$ cat config.mk
export PLATFORM = sky130hd
export DESIGN_NAME = refcounted_buffer_pool_top_flat
export DESIGN_NICKNAME = d
export VERILOG_FILES = /design/src/rtl/rbp_pkg.sv /design/src/rtl/rbp_in_if.sv /design/src/rtl/rbp_out_if.sv /design/src/rtl/refcounted_buffer_pool_top.sv /design/src/rtl/rbp_cell.sv /design/src/flat_wrapper.sv
export SDC_FILE = /design/constraint.sdc
export NUM_CORES = 2
export LEC_CHECK = 0
export BUFFER_PORTS_ARGS = -buffer_cell sky130_fd_sc_hd__buf_4
export CELL_PAD_IN_SITES_DETAIL_PLACEMENT = 0
export CELL_PAD_IN_SITES_GLOBAL_PLACEMENT = 1
export CORE_MARGIN = 2
export CORE_UTILIZATION = 46
export CTS_BUF_LIST = sky130_fd_sc_hd__clkbuf_4 sky130_fd_sc_hd__clkbuf_8 sky130_fd_sc_hd__clkbuf_16
export CTS_CLUSTER_SIZE = 25
export DETAILED_ROUTE_END_ITERATION = 10
export PLACE_DENSITY = 0.83
export SYNTH_ARGS = -nofsm -noshare
export SYNTH_HDL_FRONTEND = slang
export SYNTH_SLANG_ARGS = --single-unit
export TNS_END_PERCENT = 10
$ cat constraint.sdc
create_clock -name clk -period 5 [get_ports clk]
set_clock_uncertainty 0.1 [all_clocks]
set_input_delay 1.5 -clock clk [delete_from_list [all_inputs] [get_ports clk]]
set_output_delay 1.5 -clock clk [all_outputs]
set_load 0.01 [all_outputs]
$ cat src/rtl/rbp_pkg.sv
// ============================================================================
// rbp_pkg - shared types for the refcounted buffer pool
// Function, status and grant codes, the scan packet and the cell command.
// ============================================================================
package rbp_pkg;

    // Widest slot index the pool can have (256 slots)
    localparam int IDX_MAX_W = 8;

    typedef enum logic [2:0] {
        FUNC_ALLOC = 3'd0,
        FUNC_FREE  = 3'd1,
        FUNC_FORCE = 3'd2,
        FUNC_REF   = 3'd3,
        FUNC_UNREF = 3'd4
    } func_t;

    typedef enum logic [1:0] {
        ST_OK        = 2'd0,
        ST_NO_IDLE   = 2'd1,
        ST_NOT_ALLOC = 2'd2,
        ST_ZERO_SIZE = 2'd3
    } status_t;

    typedef enum logic [1:0] {
        KIND_NEW     = 2'd0,
        KIND_REUSE   = 2'd1,
        KIND_RESIZE  = 2'd2,
        KIND_UNUSED  = 2'd3
    } kind_t;

    typedef enum logic [1:0] {
        CELL_ALLOC   = 2'd0,
        CELL_RELEASE = 2'd1,
        CELL_SETREF  = 2'd2,
        CELL_NOP     = 2'd3
    } cell_op_t;

    typedef enum logic [1:0] {
        FSM_IDLE = 2'd0,
        FSM_EXEC = 2'd1,
        FSM_SCAN = 2'd2,
        FSM_DONE = 2'd3
    } fsm_t;

    // Search packet walking down the row of cells, one cell per cycle
    typedef struct packed {
        logic                 active;
        logic                 free_hit;
        logic                 same_hit;
        logic                 other_hit;
        logic [IDX_MAX_W-1:0] free_idx;
        logic [IDX_MAX_W-1:0] same_idx;
        logic [IDX_MAX_W-1:0] other_idx;
    } pkt_t;

    // Update broadcast to all cells; only the addressed cell acts
    typedef struct packed {
        logic                 en;
        cell_op_t             op;
        logic [IDX_MAX_W-1:0] idx;
        logic [31:0]          ref_val;
    } cell_cmd_t;

endpackage

$ cat src/rtl/rbp_in_if.sv
// ============================================================================
// rbp_in_if - request channel
// Valid/ready channel carrying one pool request item.
// ============================================================================
interface rbp_in_if;
    logic        valid;
    logic        ready;
    logic [2:0]  func;
    logic [3:0]  slot_id;
    logic [31:0] req_size;

    modport source (output valid, func, slot_id, req_size, input ready);
    modport sink   (input valid, func, slot_id, req_size, output ready);
endinterface

$ cat src/rtl/rbp_out_if.sv
// ============================================================================
// rbp_out_if - response channel
// Valid/ready channel carrying one pool response item.
// ============================================================================
interface rbp_out_if;
    logic        valid;
    logic        ready;
    logic [1:0]  status;
    logic [3:0]  granted_slot;
    logic [1:0]  grant_kind;
    logic [15:0] ref_after;
    logic [4:0]  pool_in_use;

    modport source (output valid, status, granted_slot, grant_kind, ref_after,
                    pool_in_use, input ready);
    modport sink   (input valid, status, granted_slot, grant_kind, ref_after,
                    pool_in_use, output ready);
endinterface

$ cat src/rtl/refcounted_buffer_pool_top.sv
// Sequence: a request is accepted in IDLE and executed in EXEC; free, force
//   free, ref, unref and zero-size alloc then go to DONE, alloc first waits in SCAN.
// Throughput: one request at a time; a new one is accepted only back in IDLE. In
//   SCAN the search packet walks the row of slot cells, one cell per cycle, and
//   the scan ends when it leaves the row. An untaken response holds the sequencer in DONE.
// Reset (rst_n, async, active low) empties every slot and clears the count.
// ============================================================================
// refcounted_buffer_pool_top - reference-counted buffer slot pool
// Row of slot cells plus a small sequencer that reads, scans and updates them.
// ============================================================================
module refcounted_buffer_pool_top #(
    parameter int POOL_SLOTS = 16,
    parameter int REF_WIDTH  = 16
) (
    input  logic        clk,
    input  logic        rst_n,
    rbp_in_if.sink      req,
    rbp_out_if.source   rsp
);

    localparam int CNT_W = $clog2(POOL_SLOTS + 1);

    // ------------------------------------------------------------------
    // Request hold registers, sequencer and running count
    // ------------------------------------------------------------------
    rbp_pkg::fsm_t          state_reg, state_next;
    logic [2:0]             func_reg;
    logic [3:0]             sid_reg;
    logic [31:0]            size_reg;
    logic [CNT_W-1:0]       count_reg, count_next;

    // Result waiting for the DONE state
    logic [1:0]             res_status_reg, res_status_next;
    logic [3:0]             res_slot_reg, res_slot_next;
    logic [1:0]             res_kind_reg, res_kind_next;
    logic [15:0]            res_ref_reg, res_ref_next;

    // Output register toward the response channel
    logic                   out_valid_reg, out_valid_next;
    logic [1:0]             out_status_reg;
    logic [3:0]             out_slot_reg;
    logic [1:0]             out_kind_reg;
    logic [15:0]            out_ref_reg;
    logic [4:0]             out_use_reg;

    logic                   in_fire;
    logic                   out_load;
    logic                   launch;
    rbp_pkg::cell_cmd_t     cmd;

    // ------------------------------------------------------------------
    // Row of cells; the search packet enters at cell 0
    // ------------------------------------------------------------------
    rbp_pkg::pkt_t          pkt_chain [POOL_SLOTS+1];
    logic [POOL_SLOTS-1:0]  alloc_vec;
    logic [REF_WIDTH-1:0]   refs_vec [POOL_SLOTS];
    rbp_pkg::pkt_t          last_pkt;

    always_comb
    begin
        pkt_chain[0]        = '0;
        pkt_chain[0].active = launch;
    end

    genvar gi;
    generate
        for (gi = 0; gi < POOL_SLOTS; gi++)
        begin : g_cell
            rbp_cell #(
                .CELL_IDX  (gi),
                .REF_WIDTH (REF_WIDTH)
            ) u_cell (
                .clk     (clk),
                .rst_n   (rst_n),
                .pkt_in  (pkt_chain[gi]),
                .pkt_out (pkt_chain[gi+1]),
                .cmd     (cmd),
                .size    (size_reg),
                .alloc   (alloc_vec[gi]),
                .refs    (refs_vec[gi])
            );
        end
    endgenerate

    assign last_pkt = pkt_chain[POOL_SLOTS];

    // ------------------------------------------------------------------
    // Read the addressed slot (single address, so a plain select)
    // ------------------------------------------------------------------
    logic                 sid_valid;
    logic                 cur_alloc;
    logic [REF_WIDTH-1:0] cur_refs;
    logic [REF_WIDTH-1:0] ref_inc;
    logic [REF_WIDTH-1:0] ref_dec;

    assign sid_valid = int'(sid_reg) < POOL_SLOTS;

    always_comb
    begin
        cur_alloc = 1'b0;
        cur_refs  = '0;
        for (int i = 0; i < POOL_SLOTS; i++)
        begin
            if (int'(sid_reg) == i)
            begin
                cur_alloc = alloc_vec[i];
                cur_refs  = refs_vec[i];
            end
        end
    end

    // Saturate at the top, stop at zero
    assign ref_inc = (cur_refs == '1) ? cur_refs : cur_refs + REF_WIDTH'(1);
    assign ref_dec = (cur_refs == '0) ? cur_refs : cur_refs - REF_WIDTH'(1);

    assign in_fire  = req.valid && req.ready;
    assign out_load = (state_reg == rbp_pkg::FSM_DONE) && (!out_valid_reg || rsp.ready);

    // ------------------------------------------------------------------
    // Next state
    // ------------------------------------------------------------------
    always_comb
    begin
        state_next = state_reg;
        case (state_reg)
            rbp_pkg::FSM_IDLE:
            begin
                if (in_fire)
                    state_next = rbp_pkg::FSM_EXEC;
            end
            rbp_pkg::FSM_EXEC:
            begin
                if ((func_reg == rbp_pkg::FUNC_ALLOC) && (size_reg != '0))
                    state_next = rbp_pkg::FSM_SCAN;
                else
                    state_next = rbp_pkg::FSM_DONE;
            end
            rbp_pkg::FSM_SCAN:
            begin
                if (last_pkt.active)
                    state_next = rbp_pkg::FSM_DONE;
            end
            rbp_pkg::FSM_DONE:
            begin
                if (out_load)
                    state_next = rbp_pkg::FSM_IDLE;
            end
            default:
            begin
                state_next = rbp_pkg::FSM_IDLE;
            end
        endcase
    end

    // ------------------------------------------------------------------
    // Outputs of the sequencer: cell command, result, count
    // ------------------------------------------------------------------
    logic [31:0] refa32;

    always_comb
    begin
        launch          = 1'b0;
        cmd             = '0;
        cmd.op          = rbp_pkg::CELL_NOP;
        count_next      = count_reg;
        res_status_next = res_status_reg;
        res_slot_next   = res_slot_reg;
        res_kind_next   = res_kind_reg;
        res_ref_next    = res_ref_reg;
        refa32          = '0;

        case (state_reg)
            rbp_pkg::FSM_EXEC:
            begin
                res_status_next = rbp_pkg::ST_OK;
                res_slot_next   = sid_reg;
                res_kind_next   = rbp_pkg::KIND_NEW;
                cmd.idx         = rbp_pkg::IDX_MAX_W'(sid_reg);
                case (func_reg)
                    rbp_pkg::FUNC_ALLOC:
                    begin
                        res_slot_next = '0;
                        if (size_reg == '0)
                            res_status_next = rbp_pkg::ST_ZERO_SIZE;
                        else
                            launch = 1'b1;
                    end
                    rbp_pkg::FUNC_FREE, rbp_pkg::FUNC_FORCE:
                    begin
                        if (!sid_valid)
                        begin
                            res_status_next = rbp_pkg::ST_NOT_ALLOC;
                        end
                        else if (!cur_alloc)
                        begin
                            res_status_next = rbp_pkg::ST_NOT_ALLOC;
                            refa32          = 32'(cur_refs);
                        end
                        else if ((func_reg == rbp_pkg::FUNC_FORCE) ||
                                 (cur_refs == REF_WIDTH'(1)))
                        begin
                            cmd.en = 1'b1;
                            cmd.op = rbp_pkg::CELL_RELEASE;
                            if (count_reg != '0)
                                count_next = count_reg - CNT_W'(1);
                        end
                        else
                        begin
                            cmd.en      = 1'b1;
                            cmd.op      = rbp_pkg::CELL_SETREF;
                            cmd.ref_val = 32'(ref_dec);
                            refa32      = 32'(ref_dec);
                        end
                    end
                    rbp_pkg::FUNC_REF, rbp_pkg::FUNC_UNREF:
                    begin
                        if (!sid_valid)
                        begin
                            res_status_next = rbp_pkg::ST_NOT_ALLOC;
                        end
                        else
                        begin
                            cmd.en = 1'b1;
                            cmd.op = rbp_pkg::CELL_SETREF;
                            if (func_reg == rbp_pkg::FUNC_REF)
                                refa32 = 32'(ref_inc);
                            else
                                refa32 = 32'(ref_dec);
                            cmd.ref_val = refa32;
                        end
                    end
                    default:
                    begin
                        if (sid_valid)
                            refa32 = 32'(cur_refs);
                    end
                endcase
                res_ref_next = refa32[15:0];
            end
            rbp_pkg::FSM_SCAN:
            begin
                if (last_pkt.active)
                begin
                    // Priority: empty slot, then same-size idle, then resize
                    cmd.op = rbp_pkg::CELL_ALLOC;
                    res_ref_next = 16'd2;
                    if (last_pkt.free_hit)
                    begin
                        cmd.en        = 1'b1;
                        cmd.idx       = last_pkt.free_idx;
                        res_kind_next = rbp_pkg::KIND_NEW;
                        count_next    = count_reg + CNT_W'(1);
                    end
                    else if (last_pkt.same_hit)
                    begin
                        cmd.en        = 1'b1;
                        cmd.idx       = last_pkt.same_idx;
                        res_kind_next = rbp_pkg::KIND_REUSE;
                    end
                    else if (last_pkt.other_hit)
                    begin
                        cmd.en        = 1'b1;
                        cmd.idx       = last_pkt.other_idx;
                        res_kind_next = rbp_pkg::KIND_RESIZE;
                    end
                    else
                    begin
                        res_status_next = rbp_pkg::ST_NO_IDLE;
                        res_kind_next   = rbp_pkg::KIND_NEW;
                        res_ref_next    = '0;
                    end
                    res_slot_next = cmd.en ? cmd.idx[3:0] : 4'd0;
                end
            end
            default:
            begin
                launch = 1'b0;
            end
        endcase
    end

    // Hold the response until taken
    always_comb
    begin
        out_valid_next = out_valid_reg;
        if (out_load)
            out_valid_next = 1'b1;
        else if (rsp.ready)
            out_valid_next = 1'b0;
    end

    // ------------------------------------------------------------------
    // Registers
    // ------------------------------------------------------------------
    always_ff @(posedge clk or negedge rst_n)
    begin
        if (!rst_n)
        begin
            state_reg     <= rbp_pkg::FSM_IDLE;
            count_reg     <= '0;
            out_valid_reg <= 1'b0;
        end
        else
        begin
            state_reg     <= state_next;
            count_reg     <= count_next;
            out_valid_reg <= out_valid_next;
        end
    end

    logic [31:0] cnt32;
    assign cnt32 = 32'(count_next);

    always_ff @(posedge clk)
    begin
        if (in_fire)
        begin
            func_reg <= req.func;
            sid_reg  <= req.slot_id;
            size_reg <= req.req_size;
        end
        res_status_reg <= res_status_next;
        res_slot_reg   <= res_slot_next;
        res_kind_reg   <= res_kind_next;
        res_ref_reg    <= res_ref_next;
        if (out_load)
        begin
            out_status_reg <= res_status_reg;
            out_slot_reg   <= res_slot_reg;
            out_kind_reg   <= res_kind_reg;
            out_ref_reg    <= res_ref_reg;
            out_use_reg    <= cnt32[4:0];
        end
    end

    assign req.ready        = (state_reg == rbp_pkg::FSM_IDLE);
    assign rsp.valid        = out_valid_reg;
    assign rsp.status       = out_status_reg;
    assign rsp.granted_slot = out_slot_reg;
    assign rsp.grant_kind   = out_kind_reg;
    assign rsp.ref_after    = out_ref_reg;
    assign rsp.pool_in_use  = out_use_reg;

`ifndef ASSERT_OFF
    // Running count matches the allocated marks held in the cells
    a_count_match: assert property (@(posedge clk) disable iff (!rst_n)
        int'(count_reg) == $countones(alloc_vec))
        else $error("pool count differs from allocated slots");

    // Search packet leaves the row only while the scan is pending
    a_pkt_in_scan: assert property (@(posedge clk) disable iff (!rst_n)
        last_pkt.active |-> (state_reg == rbp_pkg::FSM_SCAN))
        else $error("scan packet outside scan state");

    // Cells are written only while a request is being executed
    a_cmd_window: assert property (@(posedge clk) disable iff (!rst_n)
        cmd.en |-> ((state_reg == rbp_pkg::FSM_EXEC) || (state_reg == rbp_pkg::FSM_SCAN)))
        else $error("cell command outside execute window");
`endif

endmodule

$ cat src/rtl/rbp_cell.sv
// ============================================================================
// rbp_cell - one buffer slot
// Holds allocated mark, reference count and size of one slot; updates the
// search packet from its neighbor and applies broadcast commands.
// ============================================================================
module rbp_cell #(
    parameter int CELL_IDX  = 0,
    parameter int REF_WIDTH = 16
) (
    input  logic                   clk,
    input  logic                   rst_n,
    input  rbp_pkg::pkt_t          pkt_in,
    output rbp_pkg::pkt_t          pkt_out,
    input  rbp_pkg::cell_cmd_t     cmd,
    input  logic [31:0]            size,
    output logic                   alloc,
    output logic [REF_WIDTH-1:0]   refs
);

    logic                 alloc_reg;
    logic [REF_WIDTH-1:0] refs_reg;
    logic [31:0]          bytes_reg;
    rbp_pkg::pkt_t        pkt_reg;
    rbp_pkg::pkt_t        pkt_next;
    logic                 idle;
    logic                 hit;

    assign idle = alloc_reg && (refs_reg == REF_WIDTH'(1));
    assign hit  = cmd.en && (cmd.idx == rbp_pkg::IDX_MAX_W'(CELL_IDX));

    // Mark the first free, same-size idle and other-size idle slot seen
    always_comb
    begin
        pkt_next = pkt_in;
        if (pkt_in.active)
        begin
            if (!alloc_reg && !pkt_in.free_hit)
            begin
                pkt_next.free_hit = 1'b1;
                pkt_next.free_idx = rbp_pkg::IDX_MAX_W'(CELL_IDX);
            end
            if (idle && (bytes_reg == size) && !pkt_in.same_hit)
            begin
                pkt_next.same_hit = 1'b1;
                pkt_next.same_idx = rbp_pkg::IDX_MAX_W'(CELL_IDX);
            end
            if (idle && (bytes_reg != size) && !pkt_in.other_hit)
            begin
                pkt_next.other_hit = 1'b1;
                pkt_next.other_idx = rbp_pkg::IDX_MAX_W'(CELL_IDX);
            end
        end
    end

    always_ff @(posedge clk or negedge rst_n)
    begin
        if (!rst_n)
        begin
            pkt_reg   <= '0;
            alloc_reg <= 1'b0;
            refs_reg  <= '0;
            bytes_reg <= '0;
        end
        else
        begin
            pkt_reg <= pkt_next;
            if (hit)
            begin
                case (cmd.op)
                    rbp_pkg::CELL_ALLOC:
                    begin
                        alloc_reg <= 1'b1;
                        refs_reg  <= REF_WIDTH'(2);
                        bytes_reg <= size;
                    end
                    rbp_pkg::CELL_RELEASE:
                    begin
                        alloc_reg <= 1'b0;
                        refs_reg  <= '0;
                        bytes_reg <= '0;
                    end
                    rbp_pkg::CELL_SETREF:
                    begin
                        refs_reg <= cmd.ref_val[REF_WIDTH-1:0];
                    end
                    default:
                    begin
                        refs_reg <= refs_reg;
                    end
                endcase
            end
        end
    end

    assign pkt_out = pkt_reg;
    assign alloc   = alloc_reg;
    assign refs    = refs_reg;

endmodule

$ cat src/flat_wrapper.sv
// flat-port wrapper written by rule: the top's interface ports become plain ports
module refcounted_buffer_pool_top_flat 
#(
    parameter int POOL_SLOTS = 16,
    parameter int REF_WIDTH  = 16
)
  (clk, rst_n, req_valid, req_func, req_slot_id, req_req_size, req_ready, rsp_valid, rsp_status, rsp_granted_slot, rsp_grant_kind, rsp_ref_after, rsp_pool_in_use, rsp_ready);
  rbp_in_if req_i ();
  rbp_out_if rsp_i ();
  input  logic clk;
  input  logic rst_n;
  input wire logic [$bits(req_i.valid)-1:0] req_valid;
  input wire logic [$bits(req_i.func)-1:0] req_func;
  input wire logic [$bits(req_i.slot_id)-1:0] req_slot_id;
  input wire logic [$bits(req_i.req_size)-1:0] req_req_size;
  output wire logic [$bits(req_i.ready)-1:0] req_ready;
  output wire logic [$bits(rsp_i.valid)-1:0] rsp_valid;
  output wire logic [$bits(rsp_i.status)-1:0] rsp_status;
  output wire logic [$bits(rsp_i.granted_slot)-1:0] rsp_granted_slot;
  output wire logic [$bits(rsp_i.grant_kind)-1:0] rsp_grant_kind;
  output wire logic [$bits(rsp_i.ref_after)-1:0] rsp_ref_after;
  output wire logic [$bits(rsp_i.pool_in_use)-1:0] rsp_pool_in_use;
  input wire logic [$bits(rsp_i.ready)-1:0] rsp_ready;
  assign req_i.valid = req_valid;
  assign req_i.func = req_func;
  assign req_i.slot_id = req_slot_id;
  assign req_i.req_size = req_req_size;
  assign req_ready = req_i.ready;
  assign rsp_valid = rsp_i.valid;
  assign rsp_status = rsp_i.status;
  assign rsp_granted_slot = rsp_i.granted_slot;
  assign rsp_grant_kind = rsp_i.grant_kind;
  assign rsp_ref_after = rsp_i.ref_after;
  assign rsp_pool_in_use = rsp_i.pool_in_use;
  assign rsp_i.ready = rsp_ready;
  refcounted_buffer_pool_top #(.POOL_SLOTS(POOL_SLOTS), .REF_WIDTH(REF_WIDTH)) u_core (.clk(clk), .rst_n(rst_n), .req(req_i), .rsp(rsp_i));
endmodule
Word level (Yosys, flattened, before mapping)
Cells that the tools add are included.
Operators by class
  add/sub/neg operators: 4
  muxes and demuxes: 205
  eq/ne operators: 95
  reduce and logical (&&, ||, !) cells: 225
Operators with widths (count)
  32-bit equality test: 16
  32-bit inequality test: 16
  27-bit 2-to-1 mux: 16
  16-bit 2-to-1 mux: 26
  8-bit 2-to-1 mux: 48
  16-bit by 1-bit equality test with 1-bit output, second input constant: 17
  1-bit logical AND: 112
  16-bit one-hot mux with 3 select lines: 2
  1-bit 2-to-1 mux: 75
  2-bit AND reduction: 33
  8-bit by 4-bit equality test with 1-bit output, second input constant: 8
  16-bit one-hot mux with 2 select lines: 2
  32-bit one-hot mux with 2 select lines: 1
  1-bit logical NOT: 61
  4-bit equality test, second input constant: 8
  8-bit by 3-bit equality test with 1-bit output, second input constant: 4
  32-bit logical NOT: 1
  32-bit nonzero test: 1
  2-bit 2-to-1 mux: 15
  5-bit 2-to-1 mux: 6
  11-bit one-hot mux with 2 select lines: 1
  16-bit by 1-bit adder with 16-bit output, second input constant: 1
  16-bit equality test, second input constant: 1
  4-bit by 3-bit equality test with 1-bit output, second input constant: 4
  35 further kinds: 54
Word-level totals
  input port bits: 43
  register bits after elaboration: 1332

Depth between registers and ports, before layout
  depth after elaboration: 26
  mapped depth: 26

By module
Synthesis repeated with hierarchy kept, for this count alone.
Unflattened totals
  cell total of the unflattened synthesis: 5689
  area total of the unflattened synthesis: 61540.3 um2
Modules (own cells, without submodules)
  rbp_cell (u_core.g_cell[10].u_cell ...): times used 5, cells an instance 294, seq. area each 1926.8 um2, area each 3295.7 um2
  rbp_cell (u_core.g_cell[11].u_cell ...): times used 4, cells an instance 296, seq. area each 1926.8 um2, area each 3301.9 um2
  rbp_cell (u_core.g_cell[1].u_cell ...): times used 4, cells an instance 294, seq. area each 1926.8 um2, area each 3293.2 um2
  refcounted_buffer_pool_top: times used 1, cells an instance 975, seq. area each 2962.8 um2, area each 8802.2 um2
  rbp_cell (u_core.g_cell[15].u_cell): times used 1, cells an instance 295, seq. area each 1926.8 um2, area each 3294.4 um2
  rbp_cell (u_core.g_cell[3].u_cell): times used 1, cells an instance 294, seq. area each 1926.8 um2, area each 3294.4 um2
  rbp_cell (u_core.g_cell[0].u_cell): times used 1, cells an instance 295, seq. area each 1926.8 um2, area each 3290.7 um2

Worst setup path before layout
OpenSTA, ideal clock, no wires.
  path type: flip-flop to flip-flop
  from: register u_core.sid_reg[0]
  to: register u_core.g_cell[4].u_cell.refs_reg[14]
  data required time: 4814 ps
  arrival time: 4686 ps
  stages on the path, launching flop included: 26
  setup slack: 127 ps
  cell sequence: edfxtp_1 buf_6 buf_6 buf_8 buf_6 buf_6 buf_4 mux2i_1 o2bb2ai_1 a222oi_1 o31a_1 inv_1 ha_1 nand3_1 nor3_2 o21a_2 buf_4 a31o_2 inv_1 ha_1 and4b_1 and2_1 buf_1 buf_1 nand4_1 o21ai_0
On the way
  longest elaborated chain between the ends: 26
  elaborated cells between the ends (all ways): 73
  those cells by class: 2 x add/sub; 20 x eq/ne; 44 x mux; 7 x reduce/logical
Ends and longest elaborated chain
  from (decl): RTL line refcounted_buffer_pool_top.sv:28  | logic [3:0] sid_reg;
  from (signal assigned): RTL line refcounted_buffer_pool_top.sv:319  | sid_reg <= req.slot_id;
  parallel branches: the longest is 26 deep, another holds 16-bit 2-to-1 mux
  to (signal assigned): RTL line rbp_cell.sv:84  | refs_reg <= cmd.ref_val[REF_WIDTH-1:0];
  to (signal assigned): RTL line rbp_cell.sv:88  | refs_reg <= refs_reg;
  to (decl): RTL line rbp_cell.sv:21  | logic [REF_WIDTH-1:0] refs_reg;
Parallel ways; which one is timed is not known.
A chain may end at the register's enable or synchronous reset.

Worst setup path after layout
  from: register u_core.sid_reg[2]
  to: register u_core.g_cell[4].u_cell.refs_reg[4]
The elaborated chain is that of the path after synthesis.

==> out/results.ini <==
[run]
drv_cap=0

[grt]
grt_use_total=0.304
grt_pass1_vias=38000
gr-usage-met3=0.0501
busiest_layer=met2
antenna_found_initial=1
gr-usage-met2=0.490
grt_max_degree=93
met1_usage=0.406
grt_overflow_total=0
grt_pass1_wl_mm=253

[clock_network]
cts.path.max_buffers=3
cts_sinks=1095
clkTransAtPathRegs_ps=70
htree_levels=3
tritoncts=built
ctsHoldBuffers=0
cts_made_buffers=111
insertion_delay_ps=730
ctsRootBufferMaster=clkbuf_16

[placement]
gp_congestion=0.995
portBuffers=73
post_dp_cell_area_um2=54600
place_ws_ps=-119
hpwl_mm=121

[logic_synthesis]
synth_area_leaders=dfrtp_1, o21ai_0, nand2_1, xnor2_1, edfxtp_1
avgSynthCellArea_um2=10.1
synth_compound_area_frac=0.131
synth_top_family_by_area=simple AND/OR/NAND/NOR gates
synth.area.mux_share=0.0175
ys_ff_latch=1095
synth_edf_count=92
synth_top_area_frac=0.499
ys.warnings.count=0
syn_area_um2=50300
netlist_instances=4971
ys_types=112
yosysTopAreaCell=dfrtp_1
postSynth.asyncResetShare=0.916
synth_top_flop_cell=dfrtp_1
yosysMostFrequentCell=dfrtp_1
synth-simple-area-share=0.169
syn_nets=5028
ys_seq_area_frac=0.554
ys_top_cells_by_count=dfrtp_1, nand2_1, o21ai_0
synthXorXnorAreaFrac=0.0904
synthAdderAreaFrac=0.00348

[power]
power_frac_comb=0.284
power_density_nw_per_um2=470
clock_power_share=0.322
p_sw_frac=0.343
peakVddDrop_mv=0.520
p_total_mw=27.5
pwr-share-seq=0.393
p_sw_mw=9.44
internal-power_mw=18.1
p_leak_nw=25.7

[drt]
drc=0
drt_iter0_markers=4017
routed_wl_mm=170
vias_per_cell=5.81
avgRoutedWirePerCell_um=25.5
firstDrtPassIters=6
ant_nets=0
vias=38700

[min_path]
hold_path_class=reg -> reg
min_to=u_core.g_cell[1].u_cell.pkt_out[27]
min_from=u_core.g_cell[0].u_cell.pkt_out[27]
hold_path_depth=0

[setup_path]
end_kind=register
r2r_start=u_core.sid_reg[2]
path_class=reg -> reg
cp.arrival_ps=5400
path_max_fanout=34
reg2reg_to=u_core.g_cell[4].u_cell.refs[4]
reg2reg_setup_slack_ps=110
required_ps=5510
r2r_cells=20
crit_path_start_kind=register

[timing]
finalSetupViolCount=0
setup_slack_ps=110
slew_headroom=0.0755
fin_crit_ps=4890
hold_violations=0
fin_crit_sh=0.978
fmax_ghz=0.205
tightest_slew_ps=1390
drv_slew=0
fin_setup_tns_ps=0

[cells_and_area]
final_util=0.539
nFillCells=9514
largest_reg_flops=512
areaGrowthSynthToFinish_pct=16.4
diodes=0
drive_gt1_frac=0.156
layout.nets=5211
design_area_um2=58600

[die]
rows=121
die-area_um2=112000
die_w_um=335
core-area_um2=109000
start_util=0.463
ios=74
die_height_um=335

[run_status]
status=finished, final reports clean

logic make-up (layout without fill, tap and decap cells):
logic type      after synthesis  after routing
mux                          79             79
xor+xnor                    519            519
buf+inv                     388            661
simple gates               1746           1746
fa+ha+maj                    14             14
flops                      1095           1095
compound gates             1130           1130
placed cells by master (no fill, tap or decap), drive strengths merged, types with 18 or more instances in the layout:
cell type,n
dfrtp,1003
nand2,872
o21ai,813
buf,405
xnor2,332
xor2,187
nor2,161
clkbuf,159
nand4,121
nor4,111
or2,98
edfxtp,92
nand2b,90
a21oi,80
nor2b,76
inv,58
mux2i,55
nor3,49
nand3,43
o22ai,39
clkinv,22
nor4b,19
mux2,19
o21bai,18
and3,18
area by class of cell:
cell class	instances	area, um2	share of cell area
timing repair buffer	405	3990	0.0682
sequential	1095	27900	0.476
tap	1414	1770	0.0302
inverter	53	199	0.00340
multi-input combinational	3488	20800	0.355
clock inverter	44	632	0.0108
clock buffer	159	3310	0.0564
routing by layer:
layer  part of all wire  vias up
li1                   -    17500
met1               0.41    19200
met2               0.47     1647
met3              0.074      419
met4              0.049        2
met5           0.000076        -
power by group through the flow:
stage | Combinational [mW] | Sequential (mW) | Clock [mW]
final | 7.82 | 10.8 | 8.87
after detailed placement | 7.66 | 10.9 | 0
after global routing | 8.20 | 10.9 | 9.35
after floorplan | 3.82 | 10.6 | 0
after CTS | 7.70 | 10.8 | 8.97
after global placement | 7.61 | 10.9 | 0
stage by stage:
step	std cells	hold WS [ps]
4_1_cts	6656	302
5_1_grt	6658	321
2_1_floorplan	4971	267
6_report	6658	301
3_5_place_dp	6453	287
3_3_place_gp	6453	281
critical path, cell delays in order, from the launching register on:
cell      delay [ps]
edfxtp_1         470
buf_12           230
nand2b_1         360
nor2_1           130
a222oi_1         500
o31a_1           280
inv_1            170
ha_1             270
nand3_2          120
nor3_4            70
o21a_2           210
a31o_2           250
inv_1             80
buf_4            100
ha_1             150
and4b_1          250
and2_1           220
buf_12           200
nand4_1          160
buf_4            240
o21ai_0          190
how the worst max path moves through the flow:
stage                            from                               endpoint  slack, ps  cells after the start
floorplan           u_core.sid_reg[0]       u_core.g_cell[4].u_cell.refs[14]        130                     25
global placement    u_core.sid_reg[2]  u_core.g_cell[5].u_cell.bytes_reg[12]       -110                     19
detailed placement  u_core.sid_reg[2]  u_core.g_cell[5].u_cell.bytes_reg[23]       -120                     19
CTS                 u_core.sid_reg[2]  u_core.g_cell[3].u_cell.bytes_reg[16]         20                     20
global route        u_core.sid_reg[2]       u_core.g_cell[11].u_cell.refs[4]         -4                     18
finish              u_core.sid_reg[2]        u_core.g_cell[4].u_cell.refs[4]        110                     20
timing repair:
| action | 4_1_cts | 5_1_grt |
|---|---|---|
| resized for setup | 1 | 18 |
| endpoints found under the setup margin | 129 | 553 |
| cloned | 0 | 0 |
| pin swaps | 0 | 2 |
| endpoints found under the hold margin | 0 | 0 |
| setup buffers | 0 | 2 |
Power figures use the tool's default switching activity.
